## src/design/cdm_pkg.sv

```systemverilog
// Shared types and constants of the crowding diversity metric unit.
// Used by cdm_div and crowding_diversity_metric_unit; depends on nothing.
package cdm_pkg;

	localparam int ID_W    = 10;
	localparam int OBJ_W   = 18;
	localparam int RATIO_W = 16;
	localparam int NOBJ_W  = 3;
	localparam int PROD_W  = 2 * RATIO_W;

	typedef struct packed {
		logic [ID_W-1:0]  member_id;
		logic [OBJ_W-1:0] objective_a;
		logic [OBJ_W-1:0] objective_b;
		logic [OBJ_W-1:0] objective_c;
		logic [OBJ_W-1:0] objective_d;
		logic             final_member;
	} cdm_in_t;

	typedef struct packed {
		logic [ID_W-1:0]  result_id;
		logic [OBJ_W-1:0] diversity;
		logic             is_infinite;
		logic             last_result;
	} cdm_out_t;

	typedef enum logic [4:0] {
		ST_LOAD,
		ST_DUP_I,
		ST_DUP_IW,
		ST_DUP_SCAN,
		ST_DUP_WR,
		ST_RNG_SCAN,
		ST_RNG_END,
		ST_M_I,
		ST_M_IW,
		ST_M_SCAN,
		ST_DIV_L_GO,
		ST_DIV_L_WT,
		ST_DIV_R_GO,
		ST_DIV_R_WT,
		ST_MUL,
		ST_ACC,
		ST_OUT_RD,
		ST_OUT_LD,
		ST_OUT_HOLD
	} cdm_state_t;

endpackage

```

## src/design/cdm_div.sv

```systemverilog
// Gap over range divider giving a saturated Q0.16 ratio, one quotient bit per cycle.
// Depends on cdm_pkg.
module cdm_div (
	input  logic                        clk,
	input  logic                        arst_n,
	input  logic                        start,
	input  logic [cdm_pkg::OBJ_W-1:0]   gap,
	input  logic [cdm_pkg::OBJ_W-1:0]   span,
	output logic                        done,
	output logic [cdm_pkg::RATIO_W-1:0] quotient
);
	import cdm_pkg::*;

	localparam int CNT_W = $clog2(RATIO_W + 1);

	logic               busy_q;
	logic               done_q;
	logic [CNT_W-1:0]   cnt_q;
	logic [OBJ_W:0]     rem_q;
	logic [OBJ_W-1:0]   span_q;
	logic [RATIO_W-1:0] quo_q;
	logic [OBJ_W:0]     rem_dbl;
	logic               take;

	assign rem_dbl = {rem_q[OBJ_W-1:0], 1'b0};
	assign take    = rem_dbl >= {1'b0, span_q};

	always_ff @(posedge clk or negedge arst_n) begin
		if (!arst_n) begin
			busy_q <= 1'b0;
			done_q <= 1'b0;
			cnt_q  <= '0;
		end else begin
			done_q <= 1'b0;
			if (start) begin
				if (gap == span) begin
					done_q <= 1'b1;
					busy_q <= 1'b0;
				end else begin
					busy_q <= 1'b1;
					cnt_q  <= CNT_W'(RATIO_W);
				end
			end else if (busy_q) begin
				cnt_q <= cnt_q - CNT_W'(1);
				if (cnt_q == CNT_W'(1)) begin
					busy_q <= 1'b0;
					done_q <= 1'b1;
				end
			end
		end
	end

	always_ff @(posedge clk) begin
		if (start) begin
			rem_q  <= {1'b0, gap};
			span_q <= span;
			quo_q  <= (gap == span) ? '1 : '0;
		end else if (busy_q) begin
			rem_q <= take ? (rem_dbl - {1'b0, span_q}) : rem_dbl;
			quo_q <= {quo_q[RATIO_W-2:0], take};
		end
	end

	assign done     = done_q;
	assign quotient = quo_q;

endmodule

```

## config.mk

```make
export PLATFORM = sky130hd
export DESIGN_NAME = cdm_div
export DESIGN_NICKNAME = d
export VERILOG_FILES = /design/src/design/cdm_pkg.sv /design/src/design/cdm_div.sv
export SDC_FILE = /design/constraint.sdc
export NUM_CORES = 1
export LEC_CHECK = 0
export BUFFER_PORTS_ARGS = -buffer_cell sky130_fd_sc_hd__buf_4
export CAP_MARGIN = 40
export CORE_ASPECT_RATIO = 0.5
export CORE_UTILIZATION = 50
export DETAILED_ROUTE_END_ITERATION = 8
export PLACE_DENSITY = 0.74
export SLEW_MARGIN = 25
export SYNTH_ARGS = -nofsm -noshare
export SYNTH_HDL_FRONTEND = slang
export SYNTH_SLANG_ARGS = --single-unit
```

## constraint.sdc

```tcl
create_clock -name clk -period 2.75 [get_ports clk]
set_input_delay 0.55 -clock clk [delete_from_list [all_inputs] [get_ports clk]]
set_output_delay 0.55 -clock clk [all_outputs]
set_load 0.02 [all_outputs]
```

### Word-level counts from Yosys, hierarchy flattened

Index checks and enable logic that the tools add are counted.

* $add $sub $neg: 2
* $mul: 0
* divide/modulo/power cells: 0
* $lt $le $gt $ge: 1
* eq/ne operators: 3
* shifts and indexed selects: 0
* mux-type cells: 17
* bitwise gates (word level): 0
* reductions and logical operators: 2

Operators with widths (count)
* 18-bit two-way mux: 3
* 16-bit two-way mux: 3
* 19-bit by 18-bit >= comparator with 1-bit output: 1
* 18-bit == test: 1
* 18-bit subtractor: 1
* 5-bit two-way mux: 3
* 1-bit two-way mux: 8
* 5-bit by 1-bit == test with 1-bit output, second input constant: 1
* 5-bit by 1-bit subtractor with 5-bit output, second input constant: 1
* 2-bit inequality test, second input constant: 1
* 2-bit AND reduction: 1
* 2-bit nonzero test: 1

* register bits: 59
* latch bits: 0
* memory bits (writable): 0
* bits in read-only memories: 0
* input port bits: 39
* output and inout port bits: 17
* word-level logic and storage cells: 31
* memories: 0

### Depth between registers and ports, before layout

* word-level depth: 4
* gate-level depth with buffers: 12
* mapped depth without buffers: 9

### Worst setup path before layout

No wires, ideal clock.

* path kind: reg2reg
* start: reg rem_q[5]
* end: reg rem_q[10] (data pin)
* arrival time: 2.080 ns
* data required time: 2.480 ns
* path slack: 0.399 ns
* stages on the path, launching flop included: 9
* buffers on the path: 1
* period minus slack after synthesis: 2.351 ns
* path through: edfxtp_1 > ha_1 > a21oi_1 > a211oi_2 > a21oi_2 > o2111a_1 > buf_2 > mux2i_1 > a21oi_1

* longest elaborated chain between the ends: 4
* elaborated cells between the ends (all ways): 5
* those cells by class: 1 x add/sub; 1 x order compare; 3 x mux

Ends and longest elaborated chain
* start, declared: line cdm_div.sv:19 `logic [OBJ_W:0] rem_q;`
* start signal, assigned: line cdm_div.sv:55 `rem_q <= {1'b0, gap};`
* start signal, assigned: line cdm_div.sv:59 `rem_q <= take ? (rem_dbl - {1'b0, span_q}) : rem_dbl;`
* 18-bit subtractor or 19-bit by 18-bit >= comparator with 1-bit output (tied branches): line cdm_div.sv:59, cdm_div.sv:26
* 18-bit two-way mux *: line cdm_div.sv:59
* 18-bit two-way mux *: line cdm_div.sv:58 `end else if (busy_q) begin`
* 18-bit two-way mux *: line cdm_div.sv:54 `if (start) begin`

Every way passes the cells marked *; elsewhere a longest branch is shown, timed or not. The select of a mux whose other input is x is not followed.
A chain may end at the register's enable or synchronous reset.

### Worst setup path in the final report

* start: reg rem_q[2]
* end: reg rem_q[13] (data pin)

The elaborated chain is that of the path after synthesis.

==> metrics.yaml <==
finalNetCount: 469
fin_crit_ns: 2.64
fin_ws_ns: 0.109
pin_count: 56
vdd_drop_max_mv: 0.567
dp_hpwl_um: 6060
cts_sinks: 59
syn_to_final_growth_pct: 24.2
synth-simple-area-share_pct: 13.1
fin_crit_sh_pct: 96.1
synth_edf_count: 52
synthFlopType: "edfxtp_1"
track_usage_pct: 24.0
synth_compound_area_share_pct: 17.8
ant_nets: 0
fmax_mhz: 379
tightest_slew_ns: 0.520
grt_pass1_wl_um: 13700
path_cells: "ha_1, nand2_1, a211o_1, nand3_2, a21oi_2, o2111a_2, buf_4, or3_1, a2bb2oi_2"
cts_buffers: 9
p_comb_share_pct: 44.7
drive_gt1_share_pct: 21.5
clkTransAtPathRegs_ns: 0.05
gr-total-overflow: 0
internal_power_uw: 2990
status: "finished clean"
yosysUniqueCellTypes: 57
syn_area_um2: 3620
hold_path_class: "in -> async"
hold_viol_final: 0
start_kind: "flip-flop"
synthMuxAreaShare_pct: 1.66
synth_fa_ha_area_share_pct: 7.46
drt-initial-drc-count: 232
worstSetupPathType: "reg -> reg"
row_count: 21
synth_warnings: 0
crit_path_end: "rem_q[13]$_DFFE_PP_"
reg2reg_depth: 9
synthCells: 344
fin_setup_tns_ns: 0
cts_setup_buffers: 0
leakagePower_uw: 0.00192
clock_skew_ns: 0.00414
core_area_um2: 6830
cts_resized: 0
dieArea_um2: 7610
regToRegSetupSlack_ns: 0.11
fill_cells: 551
finalInstanceArea_um2: 4500
p_seq_share_pct: 30.2
synthTopCellsByCount: "edfxtp_1 (52), nand2_1 (32), a21oi_1 (27)"
grt_pass1_vias: 2801
path_max_fanout: 8
cp.buffers_inverters: 1
drc: 0
dr_total_vias: 2933
initial_utilization_pct: 53.0
swShare_pct: 36.6
place_area_um2: 4180
cp_slowest_stage_delay_ns: 0.42
grt_setup_unrepaired: "false"
antenna_cells: 0
yosysTopAreaCell: "edfxtp_1"
die_y_um: 62.2
startpoint: "rem_q[2]$_DFFE_PP_"
ys_async_sr_fraction_pct: 11.9
power_uw: 4720
crit_slowest_cell: "edfxtp_1"
synth_top_family_by_area: "compound AO/OA/AOI/OAI gates"
ctsHoldBuffers: 0
vias_per_cell: 5.80
die_w_um: 122
synth_area_leaders: "edfxtp_1 (43%), ha_1 (6.9%), xor2_1 (5.8%)"
clockBufferDepth: 2
drtPass1Iterations: 4
syn_nets: 404
final_max_slew_viol_count: 0
grt_max_degree: 36
place_congestion: 0.908
relSlewSlack_pct: 65.0
critPathTopFamily: "compound AO/OA/AOI/OAI gates"
yosys.area.top_type_share_pct: 43.1
dpl.cell_count: 490
dp_slack_ns: 0.0647
synth_most_common_cell: "edfxtp_1"
max-cap-violations: 0
rr_endpoint: "rem_q[13]$_DFFE_PP_"
cp.arrival_ns: 2.83
clock_latency_ns: 0.33
synth_xor_area_share_pct: 7.98
final_cells: 506
antenna_found_initial: 0
cp-end-kind: "flip-flop"
cts_tree: "done"
r2r-start: "rem_q[2]$_DFFE_PP_"
cp.depth: 9
wl_per_cell_um: 16.7
ys_ff_latch: 59
htreeDepth: 3
finalSetupViolations: 0
pwr-share-clk_pct: 25.1
io_buffers: 55
power_switching_uw: 1730
syn_area_per_cell_um2: 10.5
cp.required_ns: 2.94
pwr_density_cell_nw_per_um2: 1050
cts_root_buf: "clkbuf_16"
ys_seq_area_share_pct: 47.9
routed_wirelength_um: 8430
flip-flops by register name (all words and copies together), names as in the netlist:
signal    cells
rem_q        18
span_q       18
quotient     16
cnt_q         5
busy_q        1
done          1
cells by family (layout without fill, tap and decap cells):
kind of cell / count (synthesis) / count (layout)
simple gates: 96 / 96
compound gates: 93 / 93
flops: 59 / 59
buf+inv: 36 / 106
xor+xnor: 33 / 33
fa+ha+maj: 21 / 21
mux: 6 / 6
layout make-up:
| class | count | area, µm² | area share [%] |
|---|---|---|---|
| tap | 92 | 115 | 2.56 |
| timing repair buffer | 67 | 503 | 11.2 |
| inverter | 23 | 86.3 | 1.92 |
| clock buffer | 11 | 233 | 5.17 |
| sequential | 59 | 1740 | 38.6 |
| clock inverter | 5 | 77.6 | 1.72 |
| multi-input combinational | 249 | 1750 | 38.8 |
power by group through the flow:
stage                     sequential (µW)  combinational (µW)  clock, µW
final                                1420                2110       1180
after global routing                 1450                2310       1240
after CTS                            1420                2070       1200
after detailed placement             1430                2050          0
after global placement               1420                2010          0
after floorplan                      1450                1490          0
metrics by stage:
step	util, %	hold WS (ns)
floorplan	-	0.254
global placement	61.2	0.365
detailed placement	61.2	0.367
CTS	65.7	0.0104
global route	65.9	0.0130
finish	65.9	0.0155
routing by layer:
| metal | vias up | share of wire [%] | GRT usage [%] |
|---|---|---|---|
| met3 | 17 | 8.3 | 8.73 |
| met2 | 94 | 45 | 35.4 |
| met5 | - | 0 | 0 |
| met1 | 1424 | 45 | 31.9 |
| li1 | 1398 | - | - |
| met4 | 0 | 1.9 | 9.45 |
worst reg2reg max path, stage by stage, from the launching register on:
cell and delay, ns:
edfxtp_1 0.42, ha_1 0.39, nand2_1 0.11, a211o_1 0.31, nand3_2 0.13, a21oi_2 0.07, o2111a_2 0.33, buf_4 0.18
or3_1 0.41, a2bb2oi_2 0.15
worst min-delay path by stage:
stage,endpoint,cells after the start,slack [ns]
floorplan,busy_q$_DFF_PN0_,0,0.25
global placement,done$_DFF_PN0_,1,0.36
detailed placement,cnt_q[4]$_DFFE_PN0P_,1,0.37
CTS,cnt_q[0]$_DFFE_PN0P_,1,0.01
global route,cnt_q[0]$_DFFE_PN0P_,1,0.01
finish,cnt_q[0]$_DFFE_PN0P_,1,0.02
cells in the final DEF (no fill, tap or decap), types with 3 or more instances in the layout:
cell type	instances
a211oi_1	3
edfxtp_1	52
nand3_1	12
xnor2_1	9
a21oi_1	26
a21o_1	4
mux2i_1	6
nand2_1	32
o21ai_1	5
o21a_1	16
a2bb2oi_1	3
buf_4	67
nand4_1	3
nor2_1	17
ha_1	20
clkbuf_16	9
nor4_1	7
nand2b_1	5
o311ai_1	5
and2_1	4
o21ai_0	7
dfrtp_1	7
inv_1	23
xor2_1	24
No activity file was read; power rests on OpenSTA's default activity.
